[config.mk]
export PLATFORM = sky130hd
export DESIGN_NAME = epool_ctrl
export DESIGN_NICKNAME = d
export VERILOG_FILES = /design/src/hdl/epool_pkg.sv /design/src/hdl/epool_ctrl.sv
export SDC_FILE = /design/constraint.sdc
export NUM_CORES = 1
export LEC_CHECK = 0
export BUFFER_PORTS_ARGS = -buffer_cell sky130_fd_sc_hd__buf_2
export CAP_MARGIN = 30
export CORE_AREA = 3 3 143 145
export DETAILED_ROUTE_END_ITERATION = 6
export DIE_AREA = 0 0 146 148
export MAX_ROUTING_LAYER = met4
export PLACE_DENSITY = 0.74
export SYNTH_ARGS = -nofsm -noshare
export SYNTH_HDL_FRONTEND = slang
export SYNTH_SLANG_ARGS = --single-unit
[constraint.sdc]
create_clock -name clk -period 5.8 [get_ports clk]
set_clock_uncertainty 0.15 [all_clocks]
set_input_delay 0.87 -clock clk [delete_from_list [all_inputs] [get_ports clk]]
set_output_delay 0.87 -clock clk [all_outputs]
set_load 0.05 [all_outputs]
[src/hdl/epool_pkg.sv]
// Types, codes and sizing constants for the dense entity pool.
// No dependencies; design files use it by scoped names, the testbench imports it.
package epool_pkg;

  // Pool sizing
  localparam int CAPACITY = 256;
  localparam int AW = (CAPACITY > 1) ? $clog2(CAPACITY) : 1;
  localparam int CW = $clog2(CAPACITY + 1);
  localparam int SLOT_W = 8;
  localparam int XW = (CW > SLOT_W) ? CW : SLOT_W;

  typedef enum logic [1:0] {
    MODE_SPAWN = 2'd0,
    MODE_KILL  = 2'd1,
    MODE_TICK  = 2'd2,
    MODE_READ  = 2'd3
  } mode_t;

  typedef enum logic [1:0] {
    ST_OK       = 2'd0,
    ST_FULL     = 2'd1,
    ST_NOT_LIVE = 2'd2
  } status_t;

  // Command word
  typedef struct packed {
    mode_t              mode;
    logic signed [31:0] pos_x;
    logic signed [31:0] pos_y;
    logic signed [31:0] vel_x;
    logic signed [31:0] vel_y;
    logic signed [15:0] health;
    logic [7:0]         kind;
    logic [7:0]         slot;
  } cmd_t;

  // Result word
  typedef struct packed {
    status_t            status;
    logic [7:0]         slot_index;
    logic signed [31:0] out_pos_x;
    logic signed [31:0] out_pos_y;
    logic signed [31:0] out_vel_x;
    logic signed [31:0] out_vel_y;
    logic signed [15:0] out_health;
    logic [7:0]         out_kind;
    logic [8:0]         live_count;
  } res_t;

  // One stored entity record
  typedef struct packed {
    logic signed [31:0] pos_x;
    logic signed [31:0] pos_y;
    logic signed [31:0] vel_x;
    logic signed [31:0] vel_y;
    logic signed [15:0] health;
    logic [7:0]         kind;
  } rec_t;

  localparam int REC_W = $bits(rec_t);

  // Source of the record written back to the store
  typedef enum logic [1:0] {
    WSRC_CMD  = 2'd0,
    WSRC_MOVE = 2'd1,
    WSRC_TICK = 2'd2
  } wsrc_t;

  typedef enum logic [2:0] {
    S_IDLE      = 3'd0,
    S_EXEC      = 3'd1,
    S_KILL_MOVE = 3'd2,
    S_READ_OUT  = 3'd3,
    S_TICK_X    = 3'd4,
    S_TICK_Y    = 3'd5
  } state_t;

  // Sequencer to datapath controls
  typedef struct packed {
    wsrc_t           wsrc;
    logic            add_y;
    logic            xs_load;
    logic            res_load;
    status_t         res_status;
    logic [7:0]      res_slot;
    logic            res_rec;
    logic [CW-1:0]   res_count;
  } ctl_t;

  // Record store port controls
  typedef struct packed {
    logic          we;
    logic [AW-1:0] waddr;
    logic          re;
    logic [AW-1:0] raddr;
  } ram_ctl_t;

endpackage

[src/hdl/epool_ctrl.sv]
// Sequencer of the entity pool: command latch, live count, tick walk, store control.
// Depends on epool_pkg.
module epool_ctrl (
  input  logic                clk,
  input  logic                rst,
  input  logic                start,
  input  epool_pkg::cmd_t     cmd,
  output logic                busy,
  output epool_pkg::cmd_t     cmd_q,
  output epool_pkg::ctl_t     ctl,
  output epool_pkg::ram_ctl_t ram
);

  epool_pkg::state_t              state, state_next;
  logic [epool_pkg::CW-1:0]       count, count_next;
  logic [epool_pkg::AW-1:0]       idx, idx_next;
  logic [epool_pkg::XW-1:0]       slot_ext;
  logic [epool_pkg::AW-1:0]       slot_addr;
  logic [epool_pkg::CW-1:0]       last;
  logic                           slot_live;
  logic                           slot_is_last;
  logic                           pool_full;
  logic                           walk_end;

  // decode helpers
  assign slot_ext     = epool_pkg::XW'(cmd_q.slot);
  assign slot_addr    = slot_ext[epool_pkg::AW-1:0];
  assign last         = count - epool_pkg::CW'(1);
  assign slot_live    = slot_ext < epool_pkg::XW'(count);
  assign slot_is_last = slot_ext == epool_pkg::XW'(last);
  assign pool_full    = count == epool_pkg::CW'(epool_pkg::CAPACITY);
  assign walk_end     = (epool_pkg::CW'(idx) + epool_pkg::CW'(1)) == count;

  // state, count and walk index
  always_ff @(posedge clk) begin
    if (rst) begin
      state <= epool_pkg::S_IDLE;
      count <= '0;
      idx   <= '0;
    end else begin
      state <= state_next;
      count <= count_next;
      idx   <= idx_next;
    end
  end

  // command latch
  always_ff @(posedge clk) begin
    if (state == epool_pkg::S_IDLE && start) begin
      cmd_q <= cmd;
    end
  end

  // next state
  always_comb begin
    state_next = state;
    unique case (state)
      epool_pkg::S_IDLE: begin
        if (start) state_next = epool_pkg::S_EXEC;
      end
      epool_pkg::S_EXEC: begin
        unique case (cmd_q.mode)
          epool_pkg::MODE_SPAWN: state_next = epool_pkg::S_IDLE;
          epool_pkg::MODE_KILL: begin
            state_next = (slot_live && !slot_is_last) ? epool_pkg::S_KILL_MOVE
                                                      : epool_pkg::S_IDLE;
          end
          epool_pkg::MODE_READ: begin
            state_next = slot_live ? epool_pkg::S_READ_OUT : epool_pkg::S_IDLE;
          end
          epool_pkg::MODE_TICK: begin
            state_next = (count != '0) ? epool_pkg::S_TICK_X : epool_pkg::S_IDLE;
          end
          default: state_next = epool_pkg::S_IDLE;
        endcase
      end
      epool_pkg::S_KILL_MOVE: state_next = epool_pkg::S_IDLE;
      epool_pkg::S_READ_OUT:  state_next = epool_pkg::S_IDLE;
      epool_pkg::S_TICK_X:    state_next = epool_pkg::S_TICK_Y;
      epool_pkg::S_TICK_Y: begin
        state_next = walk_end ? epool_pkg::S_IDLE : epool_pkg::S_TICK_X;
      end
      default: state_next = epool_pkg::S_IDLE;
    endcase
  end

  // outputs, store controls and counter updates
  always_comb begin
    busy           = state != epool_pkg::S_IDLE;
    count_next     = count;
    idx_next       = idx;
    ram            = '0;
    ctl.wsrc       = epool_pkg::WSRC_CMD;
    ctl.add_y      = 1'b0;
    ctl.xs_load    = 1'b0;
    ctl.res_load   = 1'b0;
    ctl.res_status = epool_pkg::ST_OK;
    ctl.res_slot   = '0;
    ctl.res_rec    = 1'b0;
    unique case (state)
      epool_pkg::S_IDLE: begin
      end
      epool_pkg::S_EXEC: begin
        unique case (cmd_q.mode)
          epool_pkg::MODE_SPAWN: begin
            ctl.res_load = 1'b1;
            if (pool_full) begin
              ctl.res_status = epool_pkg::ST_FULL;
            end else begin
              // append at the end of the dense range
              ram.we       = 1'b1;
              ram.waddr    = count[epool_pkg::AW-1:0];
              ctl.wsrc     = epool_pkg::WSRC_CMD;
              count_next   = count + epool_pkg::CW'(1);
              ctl.res_slot = 8'(count);
            end
          end
          epool_pkg::MODE_KILL: begin
            ctl.res_slot = cmd_q.slot;
            if (!slot_live) begin
              ctl.res_load   = 1'b1;
              ctl.res_status = epool_pkg::ST_NOT_LIVE;
            end else if (slot_is_last) begin
              ctl.res_load = 1'b1;
              count_next   = last;
            end else begin
              // fetch the last record to fill the hole
              ram.re    = 1'b1;
              ram.raddr = last[epool_pkg::AW-1:0];
            end
          end
          epool_pkg::MODE_READ: begin
            ctl.res_slot = cmd_q.slot;
            if (!slot_live) begin
              ctl.res_load   = 1'b1;
              ctl.res_status = epool_pkg::ST_NOT_LIVE;
            end else begin
              ram.re    = 1'b1;
              ram.raddr = slot_addr;
            end
          end
          epool_pkg::MODE_TICK: begin
            if (count == '0) begin
              ctl.res_load = 1'b1;
            end else begin
              ram.re    = 1'b1;
              ram.raddr = '0;
              idx_next  = '0;
            end
          end
          default: begin
          end
        endcase
      end
      epool_pkg::S_KILL_MOVE: begin
        ram.we       = 1'b1;
        ram.waddr    = slot_addr;
        ctl.wsrc     = epool_pkg::WSRC_MOVE;
        count_next   = last;
        ctl.res_load = 1'b1;
        ctl.res_slot = cmd_q.slot;
      end
      epool_pkg::S_READ_OUT: begin
        ctl.res_load = 1'b1;
        ctl.res_slot = cmd_q.slot;
        ctl.res_rec  = 1'b1;
      end
      epool_pkg::S_TICK_X: begin
        ctl.add_y   = 1'b0;
        ctl.xs_load = 1'b1;
      end
      epool_pkg::S_TICK_Y: begin
        // write back this slot, prefetch the next one
        ctl.add_y = 1'b1;
        ram.we    = 1'b1;
        ram.waddr = idx;
        ctl.wsrc  = epool_pkg::WSRC_TICK;
        if (walk_end) begin
          ctl.res_load = 1'b1;
        end else begin
          ram.re    = 1'b1;
          ram.raddr = idx + epool_pkg::AW'(1);
          idx_next  = idx + epool_pkg::AW'(1);
        end
      end
      default: begin
      end
    endcase
    ctl.res_count = count_next;
  end

endmodule

# --- Word-level counts from Yosys, hierarchy flattened ---
# Index checks and enable logic that the tools add are counted.
classes:
  n_shift: 0
  eq_ne: 15
  n_mux: 43
  n_bitwise: 0
  addsub: 4
  magnitude_cmp: 1
  mul: 0
  reduce_logical: 11
  n_div: 0
op_table:
  columns: ["operator", "n"]
  rows:
  - ["$mux 9", 10]
  - ["$pmux 9 s2", 3]
  - ["$pmux 9 s3", 2]
  - ["$mux 8", 4]
  - ["$pmux 8 s2", 2]
  - ["$pmux 10 s3", 1]
  - ["$pmux 3 s4", 2]
  - ["$mux 3", 4]
  - ["$add 8x1->9 const B", 1]
  - ["$add 9x1->9 const B", 1]
  - ["$eq 8x9->1", 1]
  - ["$eq 9x9->1", 1]
  - ["$eq 9x9->1 const B", 1]
  - ["$logic_not 9->1", 1]
  - ["$lt 8x9->1", 1]
  - ["$reduce_bool 9->1", 1]
  - ["$sub 9x1->9 const B", 1]
  - ["$add 8x1->8 const B", 1]
  - ["$mux 1", 8]
  - ["$mux 2", 4]
  - ["$eq 3x2->1 const B", 2]
  - ["$eq 3x3->1 const B", 2]
  - ["$ne 2x2->1 const B", 3]
  - ["$eq 2x2->1 const B", 2]
  - ["other kinds (14)", 15]
word_totals:
  reg_bits: 182
  latchBits: 0
  romBits: 0
  memories: 0
  ram_bits: 0
  out_inout_bits: 206

# --- Longest topological paths before layout ---
# Gate-level depths: netlist of run 1.
logic_depth:
  ltp_word: 7
  ltp_mapped: 14

# --- Worst setup path after synthesis of run 1 ---
# OpenSTA, ideal clock, no wires.
synth_path:
  kind: "in2reg"
  startpoint: "input port start"
  endpoint: "register cmd_q[100] in the netlist's numbering (enable)"
  path_slack_ps: 475
  setup_ps: 542
  cell_stages: 1
  arrival_ps: 4633
  path_buffers: 0
  required_ps: 5108
  path_cell_list: "and3_1"
synth_via:
  elab_chain_len: 1
synth_rtl:
  columns: ["element", "line", "text"]
  rows:
  - ["from (decl)", "epool_ctrl.sv:6", "input logic start,"]
  - ["$logic_and 1x1->1", "epool_ctrl.sv:49", "if (state == epool_pkg::S_IDLE && start) begin"]
  - ["to (signal assigned)", "epool_ctrl.sv:50", "cmd_q <= cmd;"]
  - ["to (decl)", "epool_ctrl.sv:9", "output epool_pkg::cmd_t cmd_q,"]
# Every way passes these cells.
# A chain may end at the register's enable or synchronous reset.

==> impl_summary.txt, run 1 <==
----------------------------------------------------
[Clock tree]
  CTS HTree Levels ... 4
  Clock sink count ... 182
  Clock latency on the worst-skew pair ... 0.43 ns
  Number of clock buffers inserted by TritonCTS ... 17
  Number of setup buffers added after CTS ... 0
  Buffer levels on the longest clock path ... 2
  PostCTS Resize Cnt ... 0
  Buffer type at the clock tree root ... clkbuf_16
  Clock slew at the register clock pins of the worst setup and hold paths ... 0.08 ns
  Hold bufs inserted after CTS ... 0
  TritonCTS clock tree ... done

[Final layout]
  Fin area ... 10700 sq um
  Final cell utilization of the core ... 0.554
  Post-layout net count ... 1138
  Fraction of final layout cells sized beyond drive strength 1 ... 0.447
  Final standard cell count with taps included and fillers excluded ... 1249
  Post-synthesis to final-layout area growth ... 34.2%
  Fillcell total ... 1689

[Worst setup path]
  Crit path arrival time ... 4.09 ns
  Delay of the slowest critical-path stage ... 0.76 ns
  Launching point of the worst reg2reg path ... count[0]
  Maximum fanout encountered on the critical timing path ... 11
  Setup crit start ... count[6]
  R2R setup slack ... 2.11 ns
  Kind of critical path ... register to output pin
  Cells traversed along the worst timing path ... clkinv_1, ha_1, a211o_1, o221ai_1, a21oi_1, or2_2, nor3_1, a22oi_1, o21ai_1, buf_2
  Data required time of the worst path ... 4.78 ns
  Worst setup EP type ... output pin
  Setup crit start kind ... register
  Slowest-stage cell, CP ... nor3_1

[Routing]
  Starting DRC count in detailed routing ... 578
  Number of antenna-violating nets in the routed design ... 0
  Detailed-route via count ... 6665
  Post-route DRC violation count ... 0
  Vias per std cell ... 5.34
  TritonRoute pass-1 iters ... 6
  WL per Instance ... 22.5 microns
  Wirelength, routed ... 28.1 mm

[Placement]
  Area after detailed placement ... 10100 sq um
  Number of port buffers ... 370
  Instance count after placement with tap cells included ... 1205
  HPWL Detailed ... 22.0 mm
  Setup slack after placement ... 1.22 ns
  Gp weighted congestion ... 1.01

[Floorplanning]
  Die Outline Area ... 21600 sq um
  I/O pin cnt ... 371
  Effective utilization at floorplan ... 0.413
  Rows ... 51
  Width of the die ... 146 microns
  Area of the placeable core ... 19300 sq um
  Overall die height ... 148 microns

[Global route]
  Maximum number of pins on one net before global-route repair ... 65
  First-pass GRT wire length ... 41.2 mm
  GRT Overall Usage ... 0.261
  Vias in the first global route ... 6665
  Met1 capacity usage during global routing ... 0.290
  Met3 capacity usage during global routing ... 0.0849
  Initial antenna violation count ... 12
  Met2 layer usage reported by global route ... 0.438
  Total global routing overflow ... 0
  Global routing's busiest layer ... met2

[Timing]
  Max Slew Vio Count ... 0
  Worst Tran Pin Value ... 0.937 ns
  Final-layout setup total negative slack ... 0 ns
  Number of hold violations in the final report ... 0
  Relative slew margins ... 0.375
  Worst setup margin ... 0.688 ns
  Final setup violating endpoints ... 0
  Highest clock rate ... 196 MHz
  RSZ-0062 raised after global routing ... false
  Final clock period utilization by the worst path ... 0.881
  Post-route minimum period ... 5.11 ns

[Logic synthesis]
  Post-synth net total ... 777
  Flop and latch count out of synthesis ... 182
  Yosys warning count ... 0
  Most frequent cells after synthesis ... edfxtp_1 (162), nor2_1 (45), nand2_1 (32)
  Most frequent cell after synthesis ... edfxtp_1
  Fraction of post-synthesis cell area in the top cell type by area ... 0.610
  Number of enable flip-flop cells after synthesis ... 162
  Area contributors post-synth ... edfxtp_1 (61%), dfxtp_1 (5.0%), ha_1 (2.2%), nor2_1 (2.1%), xnor2_1 (1.8%)
  Share of the yosys chip area belonging to registers ... 0.660
  Most used flip-flop cell after synthesis ... edfxtp_1
  Biggest area consumer among synthesized cells ... edfxtp_1
  Count of mapped cells out of synthesis ... 598
  Distinct cells, synth ... 78
  Share of flip-flops with an asynchronous set or reset ... 0
  Mapped cell area ... 7980 sq um
  Average size of a mapped cell ... 13.3 sq um

[Worst hold path]
  Min-Delay Startpoint ... idx[1]
  Worst min path class ... register to register

[Pwr]
  Power density over cell area ... 329 nW/um^2
  Peak supply drop ... 0.000234 V
  P_leak ... 4.62 nW

[Flow run]
  Number of maximum-capacitance constraint violations ... 0

[Outcome]
  Status ... completed

----------------------------------------------------
## where the power goes
part	internal [mW]	switching, mW
registers	1.54	0.0432
clock network	0.588	0.580
logic	0.181	0.589
total	2.31	1.21
## worst paths after layout
kind,end,cells after the start
min reg2reg,idx[1],1
max,ram[7],10
min,idx[1],1
max reg2reg,count[0],12
## layer usage
layer / vias up / routed length, microns
met5: - / 0
met3: 62 / 2850
met2: 412 / 14400
met1: 3120 / 9790
met4: 0 / 994
li1: 3071 / -
## kinds of logic (layout without fill, tap and decap cells)
family / after synthesis / after routing / synth area share
other: 0 / 12 / 0
and+or+nand+nor: 175 / 175 / 0.119
buffers and inverters: 67 / 441 / 0.0354
DFF: 182 / 182 / 0.660
xor gates and xnor gates: 21 / 21 / 0.0248
AOI/OAI and AO/OA: 135 / 135 / 0.134
muxes: 4 / 4 / 0.00517
adders and majority gates: 14 / 14 / 0.0220
## placed cells by master (no fill, tap or decap), types with 5 or more instances in the layout
master,count
buf_2,370
edfxtp_1,162
nor2_1,45
nand2_1,32
inv_1,26
a21oi_1,20
dfxtp_1,20
clkbuf_16,17
xnor2_1,16
nor3_1,15
nand4_1,14
ha_1,14
nand3_1,13
diode_2,12
o21ai_0,12
a22o_1,11
buf_4,11
and3_1,10
a222oi_1,8
nor2b_1,7
a221oi_1,7
a31oi_1,6
or4_1,6
or3_1,6
clkinv_8,6
o21a_1,5
o211ai_1,5
a22oi_1,5
a21o_1,5
inv_6,5
## cell type report
cell class | count | area (sq um) | area share
sequential | 182 | 5270 | 0.492
multi-input combinational | 349 | 2440 | 0.228
timing repair buffer | 381 | 1930 | 0.181
clock buffer | 18 | 429 | 0.0401
tap | 265 | 332 | 0.0310
clock inverter | 14 | 178 | 0.0166
inverter | 28 | 105 | 0.00981
antenna | 12 | 30.0 | 0.00280
## metrics by stage
step | hold slack [ns] | total power, mW
floorplan | 0.328 | 2.15
global placement | 0.360 | 2.38
detailed placement | 0.377 | 2.38
CTS | 0.387 | 3.55
global route | 0.413 | 3.63
finish | 0.390 | 3.52
## state kept, by name, summed over array words and instances, names as in the netlist
| signal | flops |
|---|---|
| cmd_q | 154 |
| count | 9 |
| idx | 8 |
| slot_addr | 8 |
| state | 3 |
## worst max-delay path, delay by kind of cell (launching register included)
| family | cells | cell delay, ns |
|---|---|---|
| buffers and inverters | 2 | 0.63 |
| DFF | 1 | 0.59 |
| adders and majority gates | 1 | 0.38 |
| AOI/OAI and AO/OA | 5 | 0.90 |
| and+or+nand+nor | 2 | 1.16 |
Power figures use the tool's default switching activity.
==> run 2, diff against run 1 <==
Settings changed: CORE_AREA 3 3 143 145 to not set, CORE_MARGIN set to 3, CORE_UTILIZATION set to 42, DIE_AREA 0 0 146 148 to not set, GPL_TIMING_DRIVEN set to 0, PLACE_DENSITY 0.74 to 0.78.
Clock period 5.8 ns to 4.5 ns, I/O delays scaled along.
==> run 2 against run 1 <==
Critical path depth is 1 higher. Clock power is 26% higher. Combinational power is 36% higher. Non-clock buffer count is 33 higher. Via count is 3.2% higher. Final cell count is 0.32% lower. Largest power group unchanged. Sequential share of layout area is 1.1 points lower. Global-route usage is 0.43 points higher. Core utilization is 4.4 points higher. Clock-buffer cell count is 1 lower. Register-to-register slack worse by 0.90 ns.
==> impl_summary.txt, run 2 (synthesis gave the netlist of run 1 again) <==
----------------------------------------------------
[Outcome]
  Status ... completed

[Placement]
  HPWL Detailed ... 21.6 mm
  Setup slack after placement ... -0.0406 ns
  Gp weighted congestion ... 0.974
  Number of port buffers ... 369
  Instance count after placement with tap cells included ... 1199
  Area after detailed placement ... 10200 sq um

[Worst setup path]
  Kind of critical path ... register to output pin
  Critical path's top delay family ... compound AO/OA/AOI/OAI gates
  Data required time of the worst path ... 3.67 ns
  Cell count of the worst reg-to-reg path ... 10
  Worst flop-to-flop path endpoint ... count[1]
  Worst setup EP type ... output pin
  Cells traversed along the worst timing path ... buf_6, clkinv_4, ha_1, a211o_1, o221ai_2, a21oi_2, or2_2, or4_1, o21a_1, a22oi_2, buf_6
  Maximum fanout encountered on the critical timing path ... 10
  Launching point of the worst reg2reg path ... count[6]
  Top cell by count, worst path ... buf_6
  Slowest-stage cell, CP ... or4_1
  Buffers & Inverters on Critical Path ... 3
  R2R setup slack ... 1.21 ns
  Setup crit start kind ... register
  Delay of the slowest critical-path stage ... 0.49 ns
  Crit path arrival time ... 3.63 ns

[Global route]
  First-pass GRT wire length ... 39.3 mm
  Maximum number of pins on one net before global-route repair ... 77
  Initial antenna violation count ... 11
  GRT Overall Usage ... 0.265
  Total global routing overflow ... 0
  Vias in the first global route ... 6527

[Clock tree]
  Clock sink count ... 182
  Clock latency on the worst-skew pair ... 0.42 ns
  CTS HTree Levels ... 4
  TritonCTS clock tree ... done
  Clock slew at the register clock pins of the worst setup and hold paths ... 0.08 ns
  Hold bufs inserted after CTS ... 0
  Buffer type at the clock tree root ... clkbuf_16
  Buffer levels on the longest clock path ... 2
  Number of clock buffers inserted by TritonCTS ... 17

[Final layout]
  Fin area ... 11000 sq um
  Commonest cells after routing, fill and taps aside ... buf_2 (370), edfxtp_1 (162), nor2_1 (43)
  Post-synthesis to final-layout area growth ... 37.5%
  Fraction of final layout cells sized beyond drive strength 1 ... 0.462
  Commonest non-fill, non-tap cell in the layout ... buf_2
  Biggest regs ... cmd_q (154), count (9)
  Max reg flops ... 154
  Register name with the most flops ... cmd_q
  Final standard cell count with taps included and fillers excluded ... 1245
  Fillcell total ... 1515
  Post-layout net count ... 1171

[Routing]
  WL per Instance ... 22.2 microns
  Detailed-route via count ... 6875
  Starting DRC count in detailed routing ... 681
  Vias per std cell ... 5.52
  Wirelength, routed ... 27.6 mm
  TritonRoute pass-1 iters ... 5
  Post-route DRC violation count ... 0
  Number of antenna-violating nets in the routed design ... 0

[Flow run]
  Number of maximum-capacitance constraint violations ... 0

[Timing]
  Final setup violating endpoints ... 0
  Worst Tran Pin Value ... 0.878 ns
  RSZ-0062 raised after global routing ... false
  Final-layout setup total negative slack ... 0 ns
  Max Slew Vio Count ... 0
  Worst setup margin ... 0.0488 ns
  Number of hold violations in the final report ... 0
  Final clock period utilization by the worst path ... 0.989
  Highest clock rate ... 225 MHz
  Post-route minimum period ... 4.45 ns
  Relative slew margins ... 0.410

[Worst hold path]
  Worst Hold Path EP ... cmd_q[103]
  Worst min path class ... input pin to register
  Min-Delay Startpoint ... cmd[103]
  Cell count of the worst hold path ... 1

[Floorplanning]
  Die Outline Area ... 20700 sq um
  Width of the die ... 144 microns
  Area of the placeable core ... 18300 sq um
  Overall die height ... 144 microns
  I/O pin cnt ... 371
  Rows ... 49
  Effective utilization at floorplan ... 0.435

[Pwr]
  Power density over cell area ... 414 nW/um^2
  Peak supply drop ... 0.000306 V
  P_leak ... 4.72 nW

----------------------------------------------------
run 2: cell count changes in the layout (fill, tap and decap cells not counted), sizes merged:
cell | previous run | this run
buf | 381 | 391
clkbuf | 18 | 40
inv | 34 | 36
clkinv | 8 | 6
run 2: how the worst max path moves through the flow:
| stage | endpoint | cells after the start | slack (ns) | start |
|---|---|---|---|---|
| floorplan | ctl[20] | 9 | 0.29 | count[0] |
| global placement | ctl[0] | 15 | -0.05 | count[0] |
| detailed placement | ctl[0] | 15 | -0.04 | count[0] |
| CTS | ctl[0] | 15 | 0.004 | count[1] |
| global route | ctl[0] | 15 | 0.009 | count[0] |
| finish | ctl[1] | 11 | 0.05 | count[6] |
run 2: layout make-up:
type	count	area [sq um]	area share
Tap cell	229	287	0.0261
Antenna cell	12	30.0	0.00274
Sequential cell	182	5270	0.480
Buffer	38	201	0.0184
Multi-Input combinational cell	349	2530	0.231
Clock buffer	17	425	0.0388
Timing Repair Buffer	376	1960	0.178
Inverter	28	115	0.0105
Clock inverter	14	156	0.0143
run 2: through the flow:
stage,total power [mW],hold WS [ns],utilization
3_3_place_gp,3.06,0.359,0.552
2_1_floorplan,2.77,0.328,-
6_report,4.55,0.263,0.598
5_1_grt,4.69,0.249,0.598
3_5_place_dp,3.08,0.378,0.555
4_1_cts,4.55,0.255,0.592
run 2: where the power goes:
part	leakage, nW	internal [mW]	switching [mW]
clock network	0.288	0.747	0.725
logic	2.72	0.262	0.789
registers	1.71	1.98	0.0425
run 2: routing by layer:
metal / track usage / share of wire
met1: 0.296 / 0.34
met3: 0.0885 / 0.10
met5: - / 0
met4: 0.0956 / 0.037
met2: 0.445 / 0.52
run 2: timing repair:
action	in CTS	in global routing
gates resized for setup	24	19
setup endpoints to repair	18	13
buffers inserted	1	3
pin swaps	2	6
==> run 3, diff against run 2 <==
Settings changed: CELL_PAD_IN_SITES_DETAIL_PLACEMENT set to 1, CELL_PAD_IN_SITES_GLOBAL_PLACEMENT set to 2, CORE_UTILIZATION 42 to 26.
==> run 3 against run 2 <==
Core utilization shrank 22 points. Sequential cell count unchanged. Final cell count grew 14%. Hold slack got worse by 0.0065 ns. Global-route usage shrank 6.3 points. Setup slack better by 0.066 ns. Largest power group unchanged.
==> impl_summary.txt, run 3 (synthesis gave the netlist of run 1 again) <==
----------------------------------------------------
[Outcome]
  Status ... completed

[Final layout]
  Commonest non-fill, non-tap cell in the layout ... buf_2
  Post-synthesis to final-layout area growth ... 42.0%
  Register name with the most flops ... cmd_q
  Fillcell total ... 3366
  Fraction of final layout cells sized beyond drive strength 1 ... 0.470
  Max reg flops ... 154
  Post-layout net count ... 1182
  Final standard cell count with taps included and fillers excluded ... 1424
  Commonest cells after routing, fill and taps aside ... buf_2 (370), edfxtp_1 (162), nor2_1 (42)
  Biggest regs ... cmd_q (154), count (9)

[Floorplanning]
  Overall die height ... 181 microns
  Area of the placeable core ... 30000 sq um
  I/O pin cnt ... 371
  Die Outline Area ... 32800 sq um
  Width of the die ... 181 microns
  Rows ... 63
  Effective utilization at floorplan ... 0.266

[Timing]
  Post-route minimum period ... 4.39 ns
  Max Slew Vio Count ... 0
  Worst Tran Pin Value ... 0.849 ns
  Final clock period utilization by the worst path ... 0.975
  Relative slew margins ... 0.434
  Highest clock rate ... 228 MHz
  Number of hold violations in the final report ... 0
  Final setup violating endpoints ... 0
  Worst setup margin ... 0.114 ns
  RSZ-0062 raised after global routing ... true
  Final-layout setup total negative slack ... 0 ns
  WHS ... 0.257 ns

[Routing]
  Detailed-route via count ... 6918
  Starting DRC count in detailed routing ... 428
  Number of antenna-violating nets in the routed design ... 0
  Vias per std cell ... 4.86
  Wirelength, routed ... 33.5 mm
  Post-route DRC violation count ... 0
  TritonRoute pass-1 iters ... 6
  WL per Instance ... 23.5 microns

[Placement]
  HPWL Detailed ... 26.7 mm
  Gp weighted congestion ... 0.908
  Instance count after placement with tap cells included ... 1361
  Number of port buffers ... 369
  Setup slack after placement ... -0.175 ns

[Worst setup path]
  Buffers & Inverters on Critical Path ... 4
  Kind of critical path ... register to output pin
  Slowest-stage cell, CP ... or3b_4
  Crit path arrival time ... 3.56 ns
  Setup crit start kind ... register
  Delay of the slowest critical-path stage ... 0.40 ns
  CP Depth ... 12
  Critical path's top delay family ... compound AO/OA/AOI/OAI gates
  Maximum fanout encountered on the critical timing path ... 5
  Cell count of the worst reg-to-reg path ... 12
  Data required time of the worst path ... 3.67 ns
  Worst setup EP type ... output pin
  Cells traversed along the worst timing path ... buf_6, inv_6, ha_4, buf_6, or3b_4, o311a_4, a311oi_2, and4_4, nand3_4, o31a_1, o31a_1, buf_6
  Top cell by count, worst path ... buf_6

[Global route]
  Initial antenna violation count ... 17
  Vias in the first global route ... 7150
  GRT Overall Usage ... 0.202
  First-pass GRT wire length ... 47.5 mm
  Maximum number of pins on one net before global-route repair ... 64
  Total global routing overflow ... 0

[Flow run]
  Number of maximum-capacitance constraint violations ... 0

[Pwr]
  P_leak ... 4.79 nW
  Power consumption ... 4.61 mW
  Power density over cell area ... 407 nW/um^2
  Peak supply drop ... 0.000246 V

[Clock tree]
  Clock slew at the register clock pins of the worst setup and hold paths ... 0.08 ns
  Clock latency on the worst-skew pair ... 0.43 ns
  Hold bufs inserted after CTS ... 0
  TritonCTS clock tree ... done
  Buffer type at the clock tree root ... clkbuf_16
  CTS HTree Levels ... 4
  Clock sink count ... 182
  Number of clock buffers inserted by TritonCTS ... 17
  Buffer levels on the longest clock path ... 2

[Worst hold path]
  Worst min path class ... input pin to register
  Cell count of the worst hold path ... 1

----------------------------------------------------
-- run 3: timing repair --
| action | 4_1_cts | 5_1_grt |
|---|---|---|
| setup endpoints to repair | 18 | 15 |
| resized for setup | 33 | 26 |
| setup buffers | 1 | 13 |
| endpoints found under the hold margin | 0 | 0 |
| pin swaps | 7 | 15 |
| gates cloned | 0 | 0 |
-- run 3: layout make-up --
cell class / count / area, sq um / area share
sequential: 182 / 5270 / 0.465
antenna: 18 / 45.0 / 0.00398
inverter: 28 / 118 / 0.0104
timing repair buffer: 387 / 2050 / 0.181
tap: 390 / 488 / 0.0431
clock inverter: 15 / 161 / 0.0142
clock buffer: 17 / 425 / 0.0375
buffer: 38 / 198 / 0.0174
multi-input combinational: 349 / 2570 / 0.227
-- run 3: final timing paths --
kind | startpoint | end | slack (ns)
worst min-delay path | cmd[157] | cmd_q[157] | 0.26
worst max-delay path | count[1] | ctl[3] | 0.11
worst min register to register | idx[1] | idx[1] | 0.38
worst max register to register | count[1] | count[3] | 1.15
-- run 3: stage by stage --
step / util / instance area (sq um)
global placement: 0.344 / 10300
global route: 0.378 / 11300
floorplan: - / 7980
detailed placement: 0.346 / 10400
CTS: 0.370 / 11100
finish: 0.378 / 11300
-- run 3: power by group --
group,switching (mW),internal (mW)
registers,0.0474,1.98
logic,0.813,0.274
clock network,0.749,0.746
-- run 3: worst register-to-register path, cell delays in order (launching register included) --
cell and delay [ns]:
dfxtp_2 0.33, buf_6 0.13, inv_6 0.07, ha_4 0.12, buf_6 0.11, or3b_4 0.40
o311a_4 0.38, a311oi_2 0.29, and4_4 0.33, nand3_4 0.13, o31a_1 0.35, buf_4 0.14
o311a_1 0.31
-- run 3: per-layer routing --
metal,GRT usage,vias to the layer above,wire [microns]
met2,0.357,294,17600
met1,0.206,3411,11800
met3,0.0727,45,3050
met4,0.0743,0,1120
li1,-,3168,-
met5,-,-,0
